File: config.mk
export PLATFORM = sky130hd
export DESIGN_NAME = datagram_loss_monitor
export DESIGN_NICKNAME = d
export VERILOG_FILES = /design/src/sv/dlm_pkg.sv /design/src/sv/dlm_tracker.sv /design/src/sv/datagram_loss_monitor.sv
export SDC_FILE = /design/constraint.sdc
export NUM_CORES = 2
export LEC_CHECK = 0
export ABC_CLOCK_PERIOD_IN_PS = 8700
export BUFFER_PORTS_ARGS = -buffer_cell sky130_fd_sc_hd__buf_2
export CAP_MARGIN = 10
export CORE_ASPECT_RATIO = 1.75
export CORE_MARGIN = 2
export CORE_UTILIZATION = 45
export CTS_CLUSTER_SIZE = 28
export DETAILED_ROUTE_END_ITERATION = 8
export SYNTH_ARGS = -nofsm -noshare
export SYNTH_HDL_FRONTEND = slang
export SYNTH_SLANG_ARGS = --single-unit
File: constraint.sdc
create_clock -name clk -period 8.7 [get_ports clk]
set_input_delay 0.87 -clock clk [delete_from_list [all_inputs] [get_ports clk]]
set_output_delay 0.87 -clock clk [all_outputs]
set_load 0.02 [all_outputs]
File: src/sv/dlm_pkg.sv
`timescale 1ns / 1ps

package dlm_pkg;

  // Field widths
  localparam int REP_WIDTH           = 48;
  localparam int INTERVAL_WIDTH      = 22;
  localparam int COUNT_WIDTH_DEFAULT = 48;

  localparam logic [INTERVAL_WIDTH-1:0] INTERVAL_RESET = 22'd1000;

  // Result kinds
  localparam logic [1:0] KIND_IGNORED = 2'd0;
  localparam logic [1:0] KIND_COUNTED = 2'd1;
  localparam logic [1:0] KIND_INTERIM = 2'd2;
  localparam logic [1:0] KIND_FINAL   = 2'd3;

  // One received datagram descriptor
  typedef struct packed {
    logic signed [31:0] seq_id;
    logic [15:0]        byte_count;
    logic [31:0]        now_ms;
  } dlm_in_t;

  // One result word
  typedef struct packed {
    logic [1:0]           result_kind;
    logic [7:0]           session_number;
    logic [REP_WIDTH-1:0] rep_bytes;
    logic [REP_WIDTH-1:0] rep_datagrams;
    logic [REP_WIDTH-1:0] rep_dropped;
    logic [31:0]          rep_out_of_order;
    logic [31:0]          rep_duration_ms;
  } dlm_out_t;

endpackage

File: src/sv/dlm_tracker.sv
`timescale 1ns / 1ps

module dlm_tracker #(
  parameter int COUNT_WIDTH = dlm_pkg::COUNT_WIDTH_DEFAULT
) (
  input  logic                                 clk,
  input  logic                                 rst,
  input  logic                                 take,
  input  dlm_pkg::dlm_in_t                     item,
  input  logic [dlm_pkg::INTERVAL_WIDTH-1:0]   interval,
  output dlm_pkg::dlm_out_t                    result
);
  import dlm_pkg::*;

  // Byte, datagram and drop counters saturate at 2^COUNT_WIDTH-1, clipped to the report width
  localparam int SW = (COUNT_WIDTH < REP_WIDTH) ? COUNT_WIDTH : REP_WIDTH;

  function automatic logic [SW-1:0] sat_add(input logic [SW-1:0] a, input logic [32:0] b);
    logic [SW+32:0] s;
    s = {33'b0, a} + {{SW{1'b0}}, b};
    if (|s[SW+32:SW]) begin
      return '1;
    end
    return s[SW-1:0];
  endfunction

  // Session state
  logic          awaiting_first;
  logic [7:0]    session_count;
  logic [31:0]   session_start;
  logic [31:0]   next_expected;
  logic [SW-1:0] sum_bytes;
  logic [SW-1:0] sum_datagrams;
  logic [SW-1:0] sum_dropped;
  logic [31:0]   sum_out_of_order;
  logic          window_open;
  logic [31:0]   window_start;
  logic [SW-1:0] window_bytes;
  logic [SW-1:0] window_datagrams;
  logic [SW-1:0] window_dropped;

  logic          awaiting_first_next;
  logic [7:0]    session_count_next;
  logic [31:0]   session_start_next;
  logic [31:0]   next_expected_next;
  logic [SW-1:0] sum_bytes_next;
  logic [SW-1:0] sum_datagrams_next;
  logic [SW-1:0] sum_dropped_next;
  logic [31:0]   sum_out_of_order_next;
  logic          window_open_next;
  logic [31:0]   window_start_next;
  logic [SW-1:0] window_bytes_next;
  logic [SW-1:0] window_datagrams_next;
  logic [SW-1:0] window_dropped_next;

  logic [31:0] id;
  logic [31:0] now;
  logic [32:0] bytes;
  logic [32:0] gap;
  logic [31:0] elapsed;
  logic        opening;

  assign id    = item.seq_id;
  assign now   = item.now_ms;
  assign bytes = {17'b0, item.byte_count};

  always_comb begin
    opening = awaiting_first && (id == 32'd0);

    // Id 0 while idle opens a session: start from cleared counters
    awaiting_first_next   = awaiting_first;
    session_count_next    = opening ? session_count + 8'd1 : session_count;
    session_start_next    = opening ? now : session_start;
    next_expected_next    = opening ? '0 : next_expected;
    sum_bytes_next        = opening ? '0 : sum_bytes;
    sum_datagrams_next    = opening ? '0 : sum_datagrams;
    sum_dropped_next      = opening ? '0 : sum_dropped;
    sum_out_of_order_next = opening ? '0 : sum_out_of_order;
    window_open_next      = opening ? 1'b0 : window_open;
    window_start_next     = opening ? '0 : window_start;
    window_bytes_next     = opening ? '0 : window_bytes;
    window_datagrams_next = opening ? '0 : window_datagrams;
    window_dropped_next   = opening ? '0 : window_dropped;

    gap     = {1'b0, id - next_expected_next};
    elapsed = now - window_start_next;

    result                = '0;
    result.session_number = session_count_next;

    if (awaiting_first && !opening) begin
      // idle: drop the word
      result.result_kind = KIND_IGNORED;
    end else if (id[31]) begin
      // end of session
      result.result_kind      = KIND_FINAL;
      result.rep_bytes        = REP_WIDTH'(sum_bytes_next);
      result.rep_datagrams    = REP_WIDTH'(sum_datagrams_next);
      result.rep_dropped      = REP_WIDTH'(sum_dropped_next);
      result.rep_out_of_order = sum_out_of_order_next;
      result.rep_duration_ms  = now - session_start_next;
      awaiting_first_next     = 1'b1;
    end else begin
      awaiting_first_next = 1'b0;
      // sequence tracking
      if (id == next_expected_next) begin
        next_expected_next = next_expected_next + 32'd1;
      end else if (id > next_expected_next) begin
        sum_dropped_next    = sat_add(sum_dropped_next, gap);
        window_dropped_next = sat_add(window_dropped_next, gap);
        next_expected_next  = id + 32'd1;
      end else if (sum_out_of_order_next != '1) begin
        sum_out_of_order_next = sum_out_of_order_next + 32'd1;
      end

      sum_datagrams_next = sat_add(sum_datagrams_next, 33'd1);
      sum_bytes_next     = sat_add(sum_bytes_next, bytes);
      result.result_kind = KIND_COUNTED;

      // interim window
      if (interval != '0) begin
        window_datagrams_next = sat_add(window_datagrams_next, 33'd1);
        window_bytes_next     = sat_add(window_bytes_next, bytes);
        if (window_open_next) begin
          if (elapsed >= {10'b0, interval}) begin
            result.result_kind     = KIND_INTERIM;
            result.rep_bytes       = REP_WIDTH'(window_bytes_next);
            result.rep_datagrams   = REP_WIDTH'(window_datagrams_next);
            result.rep_dropped     = REP_WIDTH'(window_dropped_next);
            result.rep_duration_ms = elapsed;
            window_open_next       = 1'b0;
            window_start_next      = '0;
            window_bytes_next      = '0;
            window_datagrams_next  = '0;
            window_dropped_next    = '0;
          end
        end else begin
          window_open_next  = 1'b1;
          window_start_next = now;
        end
      end
    end
  end

  always_ff @(posedge clk) begin
    if (rst) begin
      awaiting_first   <= 1'b1;
      session_count    <= '0;
      session_start    <= '0;
      next_expected    <= '0;
      sum_bytes        <= '0;
      sum_datagrams    <= '0;
      sum_dropped      <= '0;
      sum_out_of_order <= '0;
      window_open      <= 1'b0;
      window_start     <= '0;
      window_bytes     <= '0;
      window_datagrams <= '0;
      window_dropped   <= '0;
    end else if (take) begin
      awaiting_first   <= awaiting_first_next;
      session_count    <= session_count_next;
      session_start    <= session_start_next;
      next_expected    <= next_expected_next;
      sum_bytes        <= sum_bytes_next;
      sum_datagrams    <= sum_datagrams_next;
      sum_dropped      <= sum_dropped_next;
      sum_out_of_order <= sum_out_of_order_next;
      window_open      <= window_open_next;
      window_start     <= window_start_next;
      window_bytes     <= window_bytes_next;
      window_datagrams <= window_datagrams_next;
      window_dropped   <= window_dropped_next;
    end
  end

endmodule

File: src/sv/datagram_loss_monitor.sv
`timescale 1ns / 1ps
// A result word is registered: it is valid in the cycle after its datagram word is accepted.
// Throughput: one word per cycle; in_ready holds high while the result register
// is empty or being drained, so input and output overlap fully.
// Session state is updated in a single pass of adds and compares per word.
// Reset (rst, synchronous): idle awaiting id 0, counters cleared, interval 1000 ms.

module datagram_loss_monitor #(
  parameter int COUNT_WIDTH = dlm_pkg::COUNT_WIDTH_DEFAULT
) (
  input  logic                               clk,
  input  logic                               rst,
  input  logic                               in_valid,
  output logic                               in_ready,
  input  dlm_pkg::dlm_in_t                   in_data,
  output logic                               out_valid,
  input  logic                               out_ready,
  output dlm_pkg::dlm_out_t                  out_data,
  input  logic                               cfg_valid,
  output logic                               cfg_ready,
  input  logic [dlm_pkg::INTERVAL_WIDTH-1:0] cfg_data
);
  import dlm_pkg::*;

  logic [INTERVAL_WIDTH-1:0] report_interval_ms;
  dlm_out_t                  result;
  logic                      take;

  assign cfg_ready = 1'b1;
  assign in_ready  = !out_valid || out_ready;
  assign take      = in_valid && in_ready;

  // interval register
  always_ff @(posedge clk) begin
    if (rst) begin
      report_interval_ms <= INTERVAL_RESET;
    end else if (cfg_valid) begin
      report_interval_ms <= cfg_data;
    end
  end

  dlm_tracker #(
    .COUNT_WIDTH(COUNT_WIDTH)
  ) u_tracker (
    .clk      (clk),
    .rst      (rst),
    .take     (take),
    .item     (in_data),
    .interval (report_interval_ms),
    .result   (result)
  );

  // result register
  always_ff @(posedge clk) begin
    if (rst) begin
      out_valid <= 1'b0;
    end else if (take) begin
      out_valid <= 1'b1;
    end else if (out_ready) begin
      out_valid <= 1'b0;
    end
  end

  always_ff @(posedge clk) begin
    if (take) begin
      out_data <= result;
    end
  end

endmodule

-- Word-level counts from Yosys, hierarchy flattened
Cells that the tools add are included.
- register bits after elaboration: 667
- bits of input ports: 107
- output and inout bits: 221
- logic and storage cells: 165
- $add $sub $neg: 13
- order comparisons: 2
- equality and inequality tests: 2
- muxes and demuxes: 107
- bitwise gates (word level): 2
- reduce and logical (&&, ||, !) cells: 17
- operator list (kind ; count):
    48-bit 2-to-1 mux ; 43
    32-bit 2-to-1 mux ; 22
    144-bit 2-to-1 mux ; 4
    33-bit OR reduction ; 6
    48-bit by 1-bit adder with 49-bit output, second input constant ; 2
    48-bit by 16-bit adder with 49-bit output ; 2
    48-bit by 32-bit adder with 49-bit output ; 2
    32-bit by 1-bit adder with 32-bit output, second input constant ; 3
    32-bit subtractor ; 3
    1-bit 2-to-1 mux ; 33
    32-bit equality test ; 1
    32-bit by 22-bit greater-or-equal comparator with 1-bit output ; 1
    32-bit > comparator ; 1
    32-bit logical NOT ; 1
    32-bit != test, second input constant ; 1
    22-bit nonzero test ; 1
    8-bit by 1-bit adder with 8-bit output, second input constant ; 1
    2-bit 2-to-1 mux ; 4
    8-bit 2-to-1 mux ; 1
    1-bit logical AND ; 3
    1-bit logical NOT ; 2
    1-bit inverter ; 2
    2-bit AND reduction ; 1
    2-bit nonzero test ; 1
    other kinds (2) ; 2

-- Longest topological paths before layout
- depth after elaboration: 19
- depth in mapped cells: 41
- gate-level depth less buffers: 33

-- By module
From an unflattened synthesis, not the netlist that was laid out.
- cell total of the unflattened synthesis: 5677
- area, all modules: 45114.5 um^2
- modules (own cells, without submodules) (module ; instances ; cells each ; area an instance (um^2) ; seq. area each (um^2)):
    dlm_tracker ; 1 ; 5381 ; 37709.9 ; 8528.2
    datagram_loss_monitor ; 1 ; 296 ; 7404.6 ; 7006.7

-- Least setup slack after synthesis
Ideal clock, no wire load.
- path kind: input-to-reg
- start point: input port out_ready
- end point: register u_tracker.sum_bytes[38]
- setup time: 89 ps
- data arrival time: 8961 ps
- data required time: 8611 ps
- setup slack: -351 ps
- stages on the path: 8
- path buffers: 3
- cells stage by stage: nand2b_1 > nand2_1 > inv_1 > clkbuf_1 > clkbuf_1 > clkbuf_1 > o21ai_0 > a21oi_1
- word-level cells in the longest chain between the ends: 2
- RTL lines (element ; line ; source):
    start, declared ; datagram_loss_monitor.sv:17 ; input logic out_ready,
    1-bit logical OR ; datagram_loss_monitor.sv:30 ; assign in_ready = !out_valid || out_ready;
    1-bit logical AND ; datagram_loss_monitor.sv:31 ; assign take = in_valid && in_ready;
    net take ; datagram_loss_monitor.sv:27 ; logic take;
    end signal, assigned ; dlm_tracker.sv:165 ; sum_bytes <= sum_bytes_next;
    end, declared ; dlm_tracker.sv:32 ; logic [SW-1:0] sum_bytes;
The timed path passes the listed nets, and every way through them passes these cells.
A chain may end at the register's enable or synchronous reset.

-- Worst setup path in the final report
- start point: input port in_data[49] (netlist name)
- end point: register out_data[80] (netlist name) (data pin)
- word-level cells in the longest chain between the ends: 18
- elaborated cells on any way between the ends: 28
- classes of those cells: add/sub: 3; order compare: 2; eq/ne: 1; mux: 17; reduce/logical: 5
- RTL lines (element ; line ; source):
    start, declared ; datagram_loss_monitor.sv:15 ; input dlm_pkg::dlm_in_t in_data,
    32-bit logical NOT ; dlm_tracker.sv:68 ; opening = awaiting_first && (id == 32'd0);
    1-bit logical AND ; dlm_tracker.sv:68 ;
    32-bit 2-to-1 mux ; dlm_tracker.sv:74 ; next_expected_next = opening ? '0 : next_expected;
    32-bit subtractor ; dlm_tracker.sv:85 ; gap = {1'b0, id - next_expected_next};
    48-bit by 32-bit adder with 49-bit output ; dlm_tracker.sv:20 ; s = {33'b0, a} + {{SW{1'b0}}, b};
    33-bit OR reduction ; dlm_tracker.sv:21 ; if (|s[SW+32:SW]) begin
    1-bit 2-to-1 mux ; dlm_tracker.sv:21 ;
    1-bit 2-to-1 mux ; dlm_tracker.sv:108 ; end else if (id > next_expected_next) begin
    (+2 left out) ; n/a ;
    1-bit 2-to-1 mux ; dlm_tracker.sv:91 ; if (awaiting_first && !opening) begin
    48-bit 2-to-1 mux ; dlm_tracker.sv:24 ; return s[SW-1:0];
    48-bit 2-to-1 mux ; dlm_tracker.sv:108 ;
    48-bit 2-to-1 mux ; dlm_tracker.sv:106 ; if (id == next_expected_next) begin
    144-bit 2-to-1 mux ; dlm_tracker.sv:125 ; if (elapsed >= {10'b0, interval}) begin
    144-bit 2-to-1 mux ; dlm_tracker.sv:124 ; if (window_open_next) begin
    144-bit 2-to-1 mux ; dlm_tracker.sv:121 ; if (interval != '0) begin
    144-bit 2-to-1 mux ; dlm_tracker.sv:94 ; end else if (id[31]) begin
    end signal, assigned ; datagram_loss_monitor.sv:66 ; out_data <= result;
    end, declared ; datagram_loss_monitor.sv:18 ; output dlm_pkg::dlm_out_t out_data,
Parallel ways exist; a longest one is shown, timed or not. The select of a mux whose other input is x is not followed.

==> out/metrics.sh <==
OUTCOME='completed'
DRT_FIRST_PASS_ITERS=6
WORST_PATH_DOMINANT_CELL_FAMILY='compound AO/OA/AOI/OAI gates'
FINAL_MAX_SLEW_VIOL_COUNT=0
DIE-AREA_SQ_MM=0.0998
CTS-HOLD-FIX-BUFFERS=0
SYNTHFLOPTYPE='dfxtp_1'
TIGHTESTPINTRANSITION_NS=1.23
PLACE.DETAILED.INSTANCES=6819
TNS_NS=0
CORE_SQ_MM=0.0965
CTS_TREE='built'
YS_TOP_CELLS_BY_AREA='dfxtp_1 (21%), edfxtp_1 (15%), ha_1 (5.9%), nand2_1 (5.9%), o21ai_0 (5.4%)'
CTS_MADE_BUFFERS=70
CRIT-REG2REG-LAUNCH='u_tracker.awaiting_first$_SDFFE_PP1P_'
DRV.MAX_CAP_VIOLATION_COUNT=0
DRTANTENNAVIOLNETS=0
HOLD_FAILS_FINAL_RPT=0
CLK-INSERTION-DELAY-LATE_NS=0.68
GRT_PASS1_WL_MICRONS=246000
CTS.CLK_SLEW.WORST_PATHS_NS=0.07
DETAILEDPLACEMENTHPWL_MICRONS=115000
PATH_BUF_INV=4
POST-SYNTH-TOP-AREA-FRACTION=0.206
DRT-WIRELENGTH-PER-CELL_MICRONS=23.3
SETUP.WORST_PATH.CLASS='primary input to flop'
SYN-MEAN-INSTANCE-AREA_SQ_UM=8.08
SYNTH.DISTINCT_CELLS=109
MAX_STAGE_DELAY_ON_CRIT_PATH_NS=0.90
TIMING.CRITICAL_PATH.SLOWEST_STAGE_CELL='o31ai_2'
SETUP.WORST_PATH.START='in_data[49]'
CP-END-KIND='flop'
FINAL-SETUP-VIOL-COUNT=0
CP.REQUIRED_NS=9.20
FMAX_MHz=130
WORST_CLK_SKEW_NS=0.0323
HP-START='cfg_data[7]'
CRITICAL_PATH.MAX_FANOUT=13
GRT_OVERFLOW_TOTAL=0
DIE_WIDTH_MICRONS=240
YOSYS_REGISTER_BITS=667
SYNTH_SEQUENTIAL_AREA_RATIO=0.355
FIN_CRIT_NS=7.70
CRITPATHLAUNCHTYPE='primary input'
FIN_CELLS=6951
CLKSINKCOUNT=667
WORSTHOLDPATHTYPE='primary input to flop'
MAX_SLEW_MARGIN=0.178
GPL.FINAL_WEIGHTED_CONGESTION=0.997
REMAINING_DRC_ERRORS=0
POWER_LEAKAGE_nW=18.3
CLOCK-ROOT-BUFFER='clkbuf_16'
SYNTH_CELLS=5410
SYNTHESIS.YOSYS.WARNINGS=0
GRT_PASS1_VIAS=42100
SYNTH_EDF_COUNT=218
INITIAL_CORE_UTIL=0.453
POWER_DENSITY_mW_PER_MM2=154
LAYOUT_WORST_PATH_CYCLE_SHARE=0.885
YOSYS.AREA.TOP_TYPE='dfxtp_1'
POSTSYNTHNETCOUNT=5731
BUFFER_PORTS.INSERTED=326
DIE-HEIGHT_MICRONS=416
GRT_START_MAX_NET_PINS=133
RSZ0062_AT_GRT='no'
POSTSYNTH.ASYNCRESETSHARE=0
PLACEMENTROWS=151
ANTENNA_FOUND_INITIAL=5
CTS.PATH.MAX_BUFFERS=3
GRT_USE_TOTAL=0.319
ARRIVAL_NS=8.20
AREA_GROWTH_SYN_TO_LAYOUT_PCT=12.4
VDD_DROP_MAX_mV=0.182
TOTAL_VIA_COUNT_IN_THE_ROUTED_DESIGN=42700
DR.FIRST_ITER.DRC_COUNT=3209
FILLER_CELL_COUNT=9387
ROUTED_VIA_DENSITY=6.14
POSTROUTEWIRELENGTH_MICRONS=162000
FINAL_NET_COUNT=5912
CTS_POST_SETUP_BUFFERS_INSERTED=0
POST_CTS_RESIZED=0
FLOORPLAN.IO_PINS=328
CLOCK_TREE.HTREE_LEVEL_COUNT=3
SYN_AREA_SQ_MM=0.0437
MOSTFREQUENTLAYOUTCELL='nand2_1'
LAYOUT_COMMON_CELLS='nand2_1 (679), nor2_1 (479), o21ai_0 (467)'
POST_ROUTE_CELLS_DRIVE_ABOVE_1_SHARE=0.114
-- cells in the mapped netlist, types with 16 or more instances --
cell type  count
a211oi_1      58
a21o_1        82
a21oi_1      451
a22o_1       118
a22oi_1       95
a2bb2oi_1     17
a31oi_1       48
and2_1        58
and3_1        81
and4_1        16
buf_1         23
buf_2         36
clkbuf_1     256
dfxtp_1      449
edfxtp_1     218
ha_1         207
inv_1        123
mux2i_1       60
nand2_1      685
nand2b_1      43
nand3_1      190
nand4_1       76
nor2_1       489
nor2b_1      118
nor3_1       117
nor4_1        45
o211ai_1      31
o21a_1        31
o21ai_0      469
o21bai_1      28
o22ai_1       27
o31ai_1       27
or3_1         38
xnor2_1      176
xor2_1       129
-- kinds of logic after synthesis --
| family | after synthesis | synth area share |
|---|---|---|
| fa+ha+maj | 218 | 0.0633 |
| flops | 667 | 0.355 |
| simple gates | 2035 | 0.220 |
| other cells | 1 | 0.0000857 |
| compound gates | 1673 | 0.244 |
| xor+xnor | 309 | 0.0632 |
| mux | 63 | 0.0145 |
| buf+inv | 444 | 0.0395 |
-- area by class of cell --
class	instances	area, sq um	share of cell area
multi-input cells	4299	26700	0.542
flip-flops and latches	667	15500	0.316
repair buffers	427	2460	0.0501
clock buffers	91	1900	0.0387
well taps	1300	1630	0.0331
inverters	126	480	0.00977
clock inverters	39	478	0.00972
diodes	2	5.00	0.000102
-- sequential cells by signal, indices dropped and copies added, names as in the netlist --
register                    flops
out_data                      218
u_tracker.sum_bytes            48
u_tracker.sum_datagrams        48
u_tracker.sum_dropped          48
u_tracker.window_bytes         48
u_tracker.window_datagrams     48
u_tracker.window_dropped       48
u_tracker.next_expected        32
u_tracker.session_start        32
u_tracker.sum_out_of_order     32
u_tracker.window_start         32
report_interval_ms             22
u_tracker.session_count         8
out_valid                       1
u_tracker.awaiting_first        1
u_tracker.window_open           1
-- tightest hold or removal path: stages --
cell and delay [ns]:
buf_2 0.07, nand2_1 0.04, o211ai_1 0.06
-- layer usage --
metal	vias up	track usage	wire length, microns	share of wire
met2	1666	0.557	79800	0.49
met3	551	0.0529	10500	0.065
met4	6	0.223	12400	0.077
met5	-	0	37	0.00023
met1	20400	0.348	59200	0.37
li1	20100	-	-	-
-- path summary, 6_finish.rpt --
check	slack [ns]	depth (start not counted)	to
worst max-delay path	1.0	33	out_data[80]$_SDFFCE_PP0P_
worst min-delay path	0.42	3	report_interval_ms[7]$_SDFFE_PP1P_
worst max register to register	1.35	29	out_data[0]$_SDFFCE_PP0P_
worst min register to register	0.45	2	u_tracker.window_bytes[2]$_SDFFE_PP0P_
-- through the flow --
step	worst slack [ns]	cell area (sq um)	hold WS (ns)	total power [W]	util
3_3_place_gp	0.579	46800	0.426	0.00441	0.484
3_5_place_dp	0.379	46800	0.439	0.00442	0.484
2_1_floorplan	0.208	43700	0.417	0.00407	-
5_1_grt	0.466	49200	0.423	0.00785	0.509
4_1_cts	1.09	49100	0.391	0.00763	0.509
6_report	0.999	49200	0.421	0.00759	0.509
-- where the power goes --
part | internal [W] | total, W | switching, W
clock network | 0.00181 | 0.00322 | 0.00141
registers | 0.00328 | 0.00333 | 0.0000481
logic | 0.000344 | 0.00103 | 0.000689
No activity file was read; power rests on OpenSTA's default activity.
